<file path="src/rtl/lkv_pkg.sv">
`timescale 1ns / 1ps
`default_nettype none

package lkv_pkg;

  // Operation codes carried in the kind field.
  localparam logic KIND_GET = 1'b0;
  localparam logic KIND_PUT = 1'b1;

  // Width and reset value of the capacity register.
  localparam int unsigned CAP_W = 5;
  localparam logic [CAP_W-1:0] CAP_RESET = 5'd16;

  // Value returned by a get that finds nothing.
  localparam logic signed [31:0] MISS_VALUE = -32'sd1;

  typedef struct packed {
    logic               kind;
    logic signed [31:0] key;
    logic signed [31:0] value;
  } req_t;

  typedef struct packed {
    logic               found;
    logic signed [31:0] read_value;
    logic               evicted;
    logic signed [31:0] evicted_key;
  } rsp_t;

  // Status of one associative search.
  typedef struct packed {
    logic hit;
    logic free_found;
  } search_flags_t;

endpackage

`default_nettype wire

</file>
<file path="src/rtl/lkv_search.sv">
`timescale 1ns / 1ps
`default_nettype none

module lkv_search
  import lkv_pkg::*;
#(
  parameter int ENTRIES = 16
) (
  input  logic signed [31:0]                                 key,
  input  logic signed [31:0]                                 keys [ENTRIES],
  input  logic        [ENTRIES-1:0]                          valid,
  input  logic        [((ENTRIES > 1) ? $clog2(ENTRIES) : 1)-1:0] ranks [ENTRIES],
  input  logic        [$clog2(ENTRIES+1)-1:0]                occupancy,
  output search_flags_t                                      flags,
  output logic        [((ENTRIES > 1) ? $clog2(ENTRIES) : 1)-1:0] hit_idx,
  output logic        [((ENTRIES > 1) ? $clog2(ENTRIES) : 1)-1:0] victim_idx,
  output logic        [((ENTRIES > 1) ? $clog2(ENTRIES) : 1)-1:0] free_idx
);

  localparam int IW = (ENTRIES > 1) ? $clog2(ENTRIES) : 1;

  logic [IW-1:0] oldest_rank;

  // The valid slots always hold ranks 0 .. occupancy-1, so the least recent
  // one is the single valid slot whose rank equals occupancy-1.
  assign oldest_rank = IW'(occupancy - 1'b1);

  always_comb begin
    flags      = '0;
    hit_idx    = '0;
    victim_idx = '0;
    free_idx   = '0;
    for (int i = 0; i < ENTRIES; i++) begin
      if (valid[i] && (keys[i] == key) && !flags.hit) begin
        flags.hit = 1'b1;
        hit_idx   = IW'(i);
      end
      if (!valid[i] && !flags.free_found) begin
        flags.free_found = 1'b1;
        free_idx         = IW'(i);
      end
      if (valid[i] && (ranks[i] == oldest_rank)) begin
        victim_idx = IW'(i);
      end
    end
  end

endmodule

`default_nettype wire

</file>
<file path="src/rtl/lru_key_value_cache.sv">
`timescale 1ns / 1ps
`default_nettype none

// Fully associative key-value cache with least-recently-used replacement.
//
// Request channel: an item (kind, key, value) is taken at a rising edge where
// start is high and busy is low. busy is only raised while rst is asserted, so
// one item may be issued in every cycle.
// Result channel: each item produces exactly one result, shown on result for a
// single cycle with done high. The receiver cannot stall; it must take the
// result in that cycle.
// The item is captured in the request register; on the next edge the parallel
// key compare, rank update and store write happen together with the capture
// of the result, and done rises together with it.
// Sustained throughput is one item per clock; the next item sees the store as
// left by the previous one because both the state and the result register are
// written on the same edge.
// Configuration: cfg_data loads the capacity register when cfg_valid is high.
// cfg_ready is always high. The write is only honoured while the store is
// empty; otherwise the register keeps its value. Capacities of zero or above
// ENTRIES behave as one and ENTRIES respectively.
// Reset (synchronous, active high) clears all valid bits, ranks and the
// occupancy count and sets the capacity back to sixteen. No clearing pass is
// needed, so the block takes items from the first cycle after reset.

module lru_key_value_cache
  import lkv_pkg::*;
#(
  parameter int ENTRIES = 16
) (
  input  logic             clk,
  input  logic             rst,
  input  logic             start,
  output logic             busy,
  input  req_t             request,
  output logic             done,
  output rsp_t             result,
  input  logic             cfg_valid,
  output logic             cfg_ready,
  input  logic [CAP_W-1:0] cfg_data
);

  localparam int IW = (ENTRIES > 1) ? $clog2(ENTRIES) : 1;
  localparam int OW = $clog2(ENTRIES + 1);
  localparam int LW = (OW > CAP_W) ? OW : CAP_W;

  // Request register.
  logic          req_valid;
  req_t          req;

  // Store state.
  logic signed [31:0] key_store   [ENTRIES];
  logic signed [31:0] value_store [ENTRIES];
  logic [ENTRIES-1:0] entry_valid;
  logic [ENTRIES-1:0] entry_valid_next;
  logic [IW-1:0]      recency_rank      [ENTRIES];
  logic [IW-1:0]      recency_rank_next [ENTRIES];
  logic [OW-1:0]      occupancy;
  logic [OW-1:0]      occupancy_next;
  logic [CAP_W-1:0]   capacity;

  // Search results and decisions for the item in the request register.
  search_flags_t flags;
  logic [IW-1:0] hit_idx;
  logic [IW-1:0] victim_idx;
  logic [IW-1:0] free_idx;
  logic [IW-1:0] ins_idx;
  logic [LW-1:0] limit;
  logic          full;
  logic          do_hit;
  logic          do_ins;
  logic          do_evict;
  logic          write_value;
  logic [IW-1:0] write_idx;
  rsp_t          result_next;

  // Items are accepted every cycle; only reset holds them off.
  assign busy      = rst;
  assign cfg_ready = 1'b1;

  always_ff @(posedge clk) begin
    if (rst) begin
      req_valid <= 1'b0;
    end else begin
      req_valid <= start;
    end
  end

  always_ff @(posedge clk) begin
    if (start && !busy) begin
      req <= request;
    end
  end

  lkv_search #(
    .ENTRIES (ENTRIES)
  ) u_search (
    .key        (req.key),
    .keys       (key_store),
    .valid      (entry_valid),
    .ranks      (recency_rank),
    .occupancy  (occupancy),
    .flags      (flags),
    .hit_idx    (hit_idx),
    .victim_idx (victim_idx),
    .free_idx   (free_idx)
  );

  // Effective capacity: zero behaves as one, anything above the store size
  // behaves as the store size.
  always_comb begin
    if (capacity == '0) begin
      limit = LW'(1);
    end else if (LW'(capacity) > LW'(ENTRIES)) begin
      limit = LW'(ENTRIES);
    end else begin
      limit = LW'(capacity);
    end
  end

  assign full     = LW'(occupancy) >= limit;
  assign do_hit   = req_valid && flags.hit;
  assign do_ins   = req_valid && (req.kind == KIND_PUT) && !flags.hit
                    && (full || flags.free_found);
  assign do_evict = do_ins && full;
  assign ins_idx  = full ? victim_idx : free_idx;

  // A put that hits overwrites in place; a put that misses fills the chosen slot.
  assign write_value = do_ins || (do_hit && (req.kind == KIND_PUT));
  assign write_idx   = do_ins ? ins_idx : hit_idx;

  // Rank update. On a hit, entries more recent than the hit entry age by one.
  // On an insert every other valid entry ages by one; an evicted entry is the
  // target slot itself and so is excluded.
  always_comb begin
    entry_valid_next = entry_valid;
    occupancy_next   = occupancy;
    for (int i = 0; i < ENTRIES; i++) begin
      recency_rank_next[i] = recency_rank[i];
      if (do_hit && entry_valid[i] && (IW'(i) != hit_idx)
          && (recency_rank[i] < recency_rank[hit_idx])) begin
        recency_rank_next[i] = recency_rank[i] + 1'b1;
      end
      if (do_ins && entry_valid[i] && (IW'(i) != ins_idx)) begin
        recency_rank_next[i] = recency_rank[i] + 1'b1;
      end
    end
    if (do_hit) begin
      recency_rank_next[hit_idx] = '0;
    end
    if (do_ins) begin
      recency_rank_next[ins_idx] = '0;
      entry_valid_next[ins_idx]  = 1'b1;
      if (!do_evict) begin
        occupancy_next = occupancy + 1'b1;
      end
    end
  end

  always_ff @(posedge clk) begin
    if (rst) begin
      entry_valid <= '0;
      occupancy   <= '0;
      for (int i = 0; i < ENTRIES; i++) begin
        recency_rank[i] <= '0;
      end
    end else begin
      entry_valid  <= entry_valid_next;
      occupancy    <= occupancy_next;
      recency_rank <= recency_rank_next;
    end
  end

  // Capacity only changes while the store is empty.
  always_ff @(posedge clk) begin
    if (rst) begin
      capacity <= CAP_RESET;
    end else if (cfg_valid && cfg_ready && (occupancy == '0)) begin
      capacity <= cfg_data;
    end
  end

  // Key and value stores: no reset, only valid slots are ever looked at.
  always_ff @(posedge clk) begin
    if (do_ins) begin
      key_store[ins_idx] <= req.key;
    end
    if (write_value) begin
      value_store[write_idx] <= req.value;
    end
  end

  always_comb begin
    result_next.found       = flags.hit;
    result_next.evicted     = do_evict;
    result_next.evicted_key = do_evict ? key_store[victim_idx] : '0;
    if (req.kind == KIND_GET) begin
      result_next.read_value = flags.hit ? value_store[hit_idx] : MISS_VALUE;
    end else begin
      result_next.read_value = '0;
    end
  end

  always_ff @(posedge clk) begin
    if (rst) begin
      done <= 1'b0;
    end else begin
      done <= req_valid;
    end
  end

  always_ff @(posedge clk) begin
    if (req_valid) begin
      result <= result_next;
    end
  end

  // The occupancy count tracks the valid bits exactly.
  assert property (@(posedge clk) disable iff (rst)
    $countones(entry_valid) == 32'(occupancy))
    else $error("occupancy count disagrees with valid bits");

  // The store never holds more entries than it has slots.
  assert property (@(posedge clk) disable iff (rst)
    LW'(occupancy) <= LW'(ENTRIES))
    else $error("occupancy above store size");

  // An eviction only ever comes from a put that missed.
  assert property (@(posedge clk) disable iff (rst)
    done && result.evicted |-> !result.found && (result.read_value == '0))
    else $error("eviction reported on a hit or a get");

  // Every item in the request register yields one result on the next cycle.
  assert property (@(posedge clk) disable iff (rst)
    req_valid |=> done)
    else $error("result strobe missing");

endmodule

`default_nettype wire

</file>
<file path="config.mk">
export PLATFORM = sky130hd
export DESIGN_NAME = lru_key_value_cache
export DESIGN_NICKNAME = d
export VERILOG_FILES = /design/src/rtl/lkv_pkg.sv /design/src/rtl/lkv_search.sv /design/src/rtl/lru_key_value_cache.sv
export SDC_FILE = /design/constraint.sdc
export NUM_CORES = 2
export LEC_CHECK = 0
export BUFFER_PORTS_ARGS = -buffer_cell sky130_fd_sc_hd__buf_2
export CORE_ASPECT_RATIO = 1.25
export CORE_MARGIN = 5
export CORE_UTILIZATION = 50
export CTS_CLUSTER_DIAMETER = 30
export DETAILED_ROUTE_END_ITERATION = 8
export PLACE_DENSITY = 0.66
export REMOVE_ABC_BUFFERS = 1
export SLEW_MARGIN = 20
export SYNTH_ARGS = -nofsm -noshare
export SYNTH_HDL_FRONTEND = slang
export SYNTH_SLANG_ARGS = --single-unit
</file>
<file path="constraint.sdc">
create_clock -name clk -period 6.45 [get_ports clk]
set_input_delay 0.9675 -clock clk [delete_from_list [all_inputs] [get_ports clk]]
set_output_delay 0.9675 -clock clk [all_outputs]
set_load 0.02 [all_outputs]
</file>
* Yosys cells after proc, flatten, opt, wreduce, memory -nomap -nowiden
Memories as Yosys holds them, arrays and structs flattened.
Index checks and enable logic that the tools add are counted.
** Word-level totals
- Flip-flop bits (word level) :: 735
- RAM bits :: 512
- Bits of input ports :: 74
- Logic and storage cells :: 496
- Memories kept :: 1
** Cells by class
- $add $sub $neg :: 18
- Order comparisons :: 25
- Eq/ne operators :: 61
- Mux-type cells :: 133
- Bitwise logic cells :: 9
- Reduce and logical (&&, ||, !) cells :: 205
** Memory list
- value_store :: words 16, bits a word 32, rd ports 1, clocked after Yosys merged registers in 0, write ports 1, RTL line lru_key_value_cache.sv:53 : logic signed [31:0] value_store [ENTRIES];
** Operators with widths (count)
- 512-bit bitwise mux :: 1
- 32-bit equality test :: 16
- 4-bit two-way mux :: 62
- 1-bit logical AND :: 152
- 64-bit bitwise AND :: 2
- 32-bit binary-select mux with 4-bit select :: 1
- 32-bit demux with 4-bit select :: 1
- 32-bit two-way mux :: 4
- 64-bit two-way mux :: 2
- 64-bit NOT :: 2
- 4-bit by 1-bit adder with 4-bit output, second input constant :: 16
- 4-bit < comparator :: 16
- 4-bit inequality test, first input constant :: 16
- 4-bit equality test :: 15
- 1-bit zero test :: 46
- 1-bit two-way mux :: 38
- 3-bit two-way mux :: 12
- 4-bit demux with 4-bit select :: 2
- 3-bit by 4-bit inequality test with 1-bit output, first input constant :: 8
- 4-bit binary-select mux with 4-bit select :: 1
- 2-bit by 4-bit inequality test with 1-bit output, first input constant :: 4
- 16-bit OR :: 1
- 5-bit greater-or-equal comparator, second input constant :: 3
- 4-bit NOT with 5-bit output :: 3
- other kinds (16) :: 27

* Depth between registers and ports, before layout
- Word-level depth :: 60
- Depth in mapped cells :: 27
- Mapped depth without buffers :: 21

* Cells and area by module
Synthesis repeated with hierarchy kept, for this count alone.
** Second synthesis, totals
- Cell total of the unflattened synthesis :: 3431
- Area total of the unflattened synthesis :: 57159.8 sq um
** By module, submodules not included
- lru_key_value_cache :: times used 1, cells each 2474, area each 49740.2 sq um, sequential area each 36525.0 sq um
- lkv_search :: times used 1, cells each 957, area each 7419.6 sq um, sequential area each 0.0 sq um

* Worst setup path before layout
OpenSTA, ideal clock, no wires.
- Kind :: register -> register
- Start :: register req[48] (netlist name)
- End :: register recency_rank[6] (netlist name)
- Setup time :: 70 ps
- Arrival time :: 5966 ps
- Path slack :: 414 ps
- Stages on the path, launching flop included :: 26
- Period minus slack after synthesis :: 6036 ps
- Cells stage by stage :: edfxtp_1 > buf_6 > buf_6 > xor2_1 > nor4_1 > nand2_1 > or4_4 > and4_4 > buf_6 > and3_4 > a2111oi_2 > buf_2 > clkbuf_1 > nand2_1 > and3_1 > a21oi_1 > nor2_1 > a21oi_1 > o221ai_1 > ha_1 > a211oi_1 > nand4_1 > o21ai_0 > a31oi_1 > or3_1 > a21oi_1
** On the way
- Longest elaborated chain between the ends :: 60
- Elaborated cells between the ends (all ways) :: 120
- Classes of those cells :: order compare (3); eq/ne (17); mux (40); bitwise (4); reduce/logical (56)
** RTL lines
- start: declaration :: RTL line lru_key_value_cache.sv:49 : req_t req;
- start signal: assignment :: RTL line lru_key_value_cache.sv:91 : req <= request;
- 32-bit equality test :: RTL line lkv_search.sv:34 : if (valid[i] && (keys[i] == key) && !flags.hit) begin
- 1-bit logical AND :: RTL line lkv_search.sv:34
- 1-bit two-way mux :: RTL line lkv_search.sv:34
- 1-bit zero test :: RTL line lkv_search.sv:34
- 1-bit logical AND :: RTL line lkv_search.sv:34
- 1-bit two-way mux :: RTL line lkv_search.sv:34
- 1-bit zero test :: RTL line lkv_search.sv:34
- 1-bit logical AND :: RTL line lkv_search.sv:34
- [... 44 more ...]
- 4-bit < comparator :: RTL line lru_key_value_cache.sv:141 : && (recency_rank[i] < recency_rank[hit_idx])) begin
- 1-bit logical AND :: RTL line lru_key_value_cache.sv:141
- 4-bit two-way mux :: RTL line lru_key_value_cache.sv:140 : if (do_hit && entry_valid[i] && (IW'(i) != hit_idx)
- 4-bit two-way mux :: RTL line lru_key_value_cache.sv:144 : if (do_ins && entry_valid[i] && (IW'(i) != ins_idx)) begin
- 64-bit bitwise AND (no source line)
- 64-bit two-way mux :: RTL line lru_key_value_cache.sv:148 : if (do_hit) begin
- 64-bit bitwise AND (no source line)
- 64-bit two-way mux * :: RTL line lru_key_value_cache.sv:151 : if (do_ins) begin
- end signal: assignment :: RTL line lru_key_value_cache.sv:170 : recency_rank <= recency_rank_next;
- end: declaration :: RTL line lru_key_value_cache.sv:56 : logic [IW-1:0] recency_rank [ENTRIES];
Every way passes the cells marked *; elsewhere a longest branch is shown, timed or not. The select of a mux whose other input is x is not followed.
A chain may end at the register's enable or synchronous reset.

* Worst setup path in the final report
- Start :: register occupancy[1]
- End :: memory value_store[11][21] (enable)
** On the way
- Longest elaborated chain between the ends :: 20
- Elaborated cells between the ends (all ways) :: 54
- Classes of those cells :: add/sub (1); order compare (1); eq/ne (15); mux (19); reduce/logical (18)
** RTL lines
- start: declaration :: RTL line lru_key_value_cache.sv:58 : logic [OW-1:0] occupancy;
- start signal: assignment :: RTL line lru_key_value_cache.sv:169 : occupancy <= occupancy_next;
- 4-bit by 1-bit subtractor with 4-bit output :: RTL line lkv_search.sv:26 : assign oldest_rank = IW'(occupancy - 1'b1);
- 4-bit equality test :: RTL line lkv_search.sv:42 : if (valid[i] && (ranks[i] == oldest_rank)) begin
- 1-bit logical AND :: RTL line lkv_search.sv:42
- 1-bit two-way mux :: RTL line lkv_search.sv:42
- 2-bit two-way mux (2 in series) :: RTL line lkv_search.sv:42
- 3-bit two-way mux (4 in series) :: RTL line lkv_search.sv:42
- 4-bit two-way mux (8 in series) :: RTL line lkv_search.sv:42
- 4-bit two-way mux :: RTL line lru_key_value_cache.sv:126 : assign ins_idx = full ? victim_idx : free_idx;
- 4-bit two-way mux :: RTL line lru_key_value_cache.sv:130 : assign write_idx = do_ins ? ins_idx : hit_idx;
- end: declaration :: RTL line lru_key_value_cache.sv:53
Several ways; a longest one is shown, not always the timed one.

==> impl_summary.txt <==
----------------------------------------------------
[Status]
  Run status ... finished clean

[Critical path]
  Startpoint kind of the worst setup timing path ... flip-flop
  Crit path capture type ... flip-flop
  Buffers & Inverters on Critical Path ... 3
  Category of the most critical setup path ... reg2reg
  Data required time at the worst endpoint ... 6.92 ns
  Critical-path cell list ... inv_1 -> ha_1 -> xor2_1 -> xnor2_1 -> o2111ai_1 -> a221oi_1 -> o211ai_1 -> o31a_2 -> buf_12 -> o21ai_1 -> a21oi_1 -> nor2_4 -> buf_4
  CP Max Fanout ... 85
  Critical path's largest stage delay ... 0.92 ns
  Critical-path top delay cell ... xor2_1
  Crit path max-delay family ... compound AO/OA/AOI/OAI gates
  Data arrival time of the critical path ... around 6.7 ns

[Placement]
  Standard cell area after detailed placement ... 64500 um2
  Routability Congestion ... 1.00
  Half-perimeter wire length after detailed placement ... around 140 mm
  Placed Instances ... 6583
  IO Port Bufs ... 141

[Floorplan]
  Vertical die dimension ... 399 um
  I/O pins ... 143
  Core region area ... 121000 um2
  Area of the die ... 128000 um2
  Width of the die ... approximately 320 um
  Row count ... 143
  Initial Util ... 0.501

[Timing]
  Final Skew ... between 0.07 and 0.08 ns
  Max Transition Viols Final ... 0
  Sum Neg Setup Slack ... 0 ns
  Worst Max-Slew Pin Slew ... 1.20 ns
  Final hold violation count ... 0
  Headroom to the max-slew limit ... 0.190
  Share of the clock period used by the worst path ... 0.958
  Highest achievable clock rate ... 162 MHz
  RSZ-0062 raised after global routing ... false
  Final count of negative-setup-slack endpoints ... 0
  Worst hold margin ... 0.301 ns
  Minimum period implied by the final worst setup slack ... 6.18 ns

[Synth]
  Most used flip-flop cell after synthesis ... edfxtp_1
  Dominant cells by area after synthesis ... edfxtp_1, xor2_1, mux2i_1
  Number of flops mapped to enable cells by yosys ... 1155
  Cell type with the largest total area after synthesis ... edfxtp_1
  Count of warnings emitted by yosys ... 0
  Cell with the most instances after synthesis ... edfxtp_1
  Post-Synthesis Cells ... a little under 5k
  Number of flip-flops and latches in the synthesized netlist ... 1247
  Sequential-to-total area share from yosys stat ... 0.602
  Total standard cell area after synthesis ... 60700 um2
  Proportion of netlist area held by the largest area contributor ... 0.572
  Most common library cells after synthesis ... edfxtp_1, nand2_1, xor2_1
  Syn Area/Cell ... approximately 12 um2
  Unique cell type count in the Yosys netlist ... 84
  Proportion of synthesized flip-flops having asynchronous set or reset ... 0

[GRT]
  Via count of the first global-routing pass ... 43.1k
  GR peak layer ... met2
  Met3 usage ... 0.0586
  Met1 layer usage reported by global route ... 0.382
  Final global-route overflow total ... 0
  Global-route wire length before repair ... 296 mm
  Maximum number of pins on one net before global-route repair ... between 150 and 200
  Global Route Usage Sum ... 0.315
  Antenna violations before repair ... 0
  Global Route met2 Usage ... 0.530

[Pwr]
  Maximum VDD drop ... 0.303 mV
  Power density normalized to cell area ... 300 nW/um2
  Total leakage power ... roughly 26 nW
  PnR Total Power ... 21.7 mW

[Detailed routing]
  First-pass iteration count of the detailed router ... 6
  Remaining number of nets flagged by the antenna check after routing ... 0
  Count of unresolved DRC violations after routing ... 0
  Initial detailed-routing violation count ... 4780
  Vias after detailed routing ... 43.5k
  Aggregate routed wire length ... 207 mm
  Number of vias per cell ... 6.20
  Post-DR wirelength/cell ... 29.5 um

[Clock network]
  Clock net sink count ... between 1k and 1.5k
  Cell chosen for the clock root ... clkbuf_16
  TritonCTS clock tree ... built
  Buffer depth of the longest clock path ... 3
  Total CTS buffers ... 218
  Clock input transition at the sequential cells of the worst setup and hold paths ... 0.06 ns
  Hold buffer count at CTS ... 0
  Insertion delay of the later-clocked pin in the worst-skew pair ... 0.85 ns
  # H-tree levels ... 4

[Layout]
  Area growth, synth to finish ... 19.2%
  Final net count ... 5371
  Count of antenna diodes in the layout ... 0
  Share of post-route cells with drive strength above 1 ... 0.181
  Final non-filler cell area ... 72300 um2
  Final standard cell count with taps included and fillers excluded ... 7016

[Run]
  Max-cap violations ... 0

[Hold path]
  Hold WC Path Type ... in2reg

----------------------------------------------------
## layer usage
| layer | part of all wire | up-vias |
|---|---|---|
| li1 | - | 19100 |
| met1 | 0.38 | 21800 |
| met2 | 0.49 | 2000 |
| met3 | 0.070 | 519 |
| met4 | 0.064 | 0 |
| met5 | 0 | - |
## cells in the final DEF, fill, tap and decap left out, types with 68 or more instances in the layout
cell type / synthesis / routed
inv_1: 68 / 68
nor4_1: 164 / 161
a211oi_1: 197 / 197
nor2_1: 325 / 295
and3_1: 117 / 117
a21oi_1: 213 / 213
edfxtp_1: 1155 / 1155
a31oi_1: 75 / 75
buf_4: 29 / 221
clkbuf_16: 0 / 221
o21ai_0: 79 / 78
buf_2: 45 / 141
nand3_1: 108 / 108
mux2_2: 129 / 129
nand4_1: 99 / 99
mux2i_1: 213 / 213
xnor2_1: 130 / 130
nand2_1: 531 / 531
ha_1: 72 / 72
xor2_1: 430 / 430
dfxtp_1: 92 / 91
## report_power, final
group / switching, mW / internal (mW)
sequential: 0.0962 / 8.95
clock: 4.31 / 7.47
combinational: 0.626 / 0.278
total: 5.03 / 16.7
## logic make-up after synthesis
logic type,after synthesis,share of synthesized area
buffers and inverters,361,0.0291
other,1,0.0000618
AOI/OAI and AO/OA,735,0.0806
and+or+nand+nor,1552,0.125
muxes,342,0.0591
DFF,1247,0.602
xor gates and xnor gates,583,0.0894
adders and majority gates,72,0.0148
## area by class of cell
class,count,area (um2)
timing repair buffer,402,3130
fill,9620,48800
multi-input combinational,3285,22700
inverter,71,267
tap,1595,2000
clock buffer,246,5670
sequential,1247,36500
clock inverter,170,1980
## worst paths after layout
check                                  from                       endpoint  slack, ns  cells past startpoint
hold / removal                  request[63]              req[63]$_DFFE_PP_       0.30                      1
setup / recovery  occupancy[1]$_SDFFE_PP0P_  value_store[11][21]$_DFFE_PP_       0.27                     13
setup reg to reg  occupancy[1]$_SDFFE_PP0P_  value_store[11][21]$_DFFE_PP_       0.27                     13
hold reg to reg    capacity[0]$_SDFFE_PP0P_       capacity[0]$_SDFFE_PP0P_       0.51                      2
## sequential cells by signal (all words and copies together) (netlist names)
name          flops
req_valid         1
entry_valid      16
result           66
done              1
key_store       512
recency_rank     64
value_store     512
capacity          5
req              65
occupancy         5
## metrics by stage
step                       util  setup slack (ns)
final                     0.597             0.269
after global routing      0.597            0.0487
after CTS                 0.596             0.283
after detailed placement  0.533             0.336
after global placement    0.533             0.407
after floorplan               -            -23.91
## what timing repair did
item,in CTS,in global routing
buffers inserted,0,17
gates resized for setup,0,7
setup endpoints to repair,0,10
No activity file was read; power rests on OpenSTA's default activity.
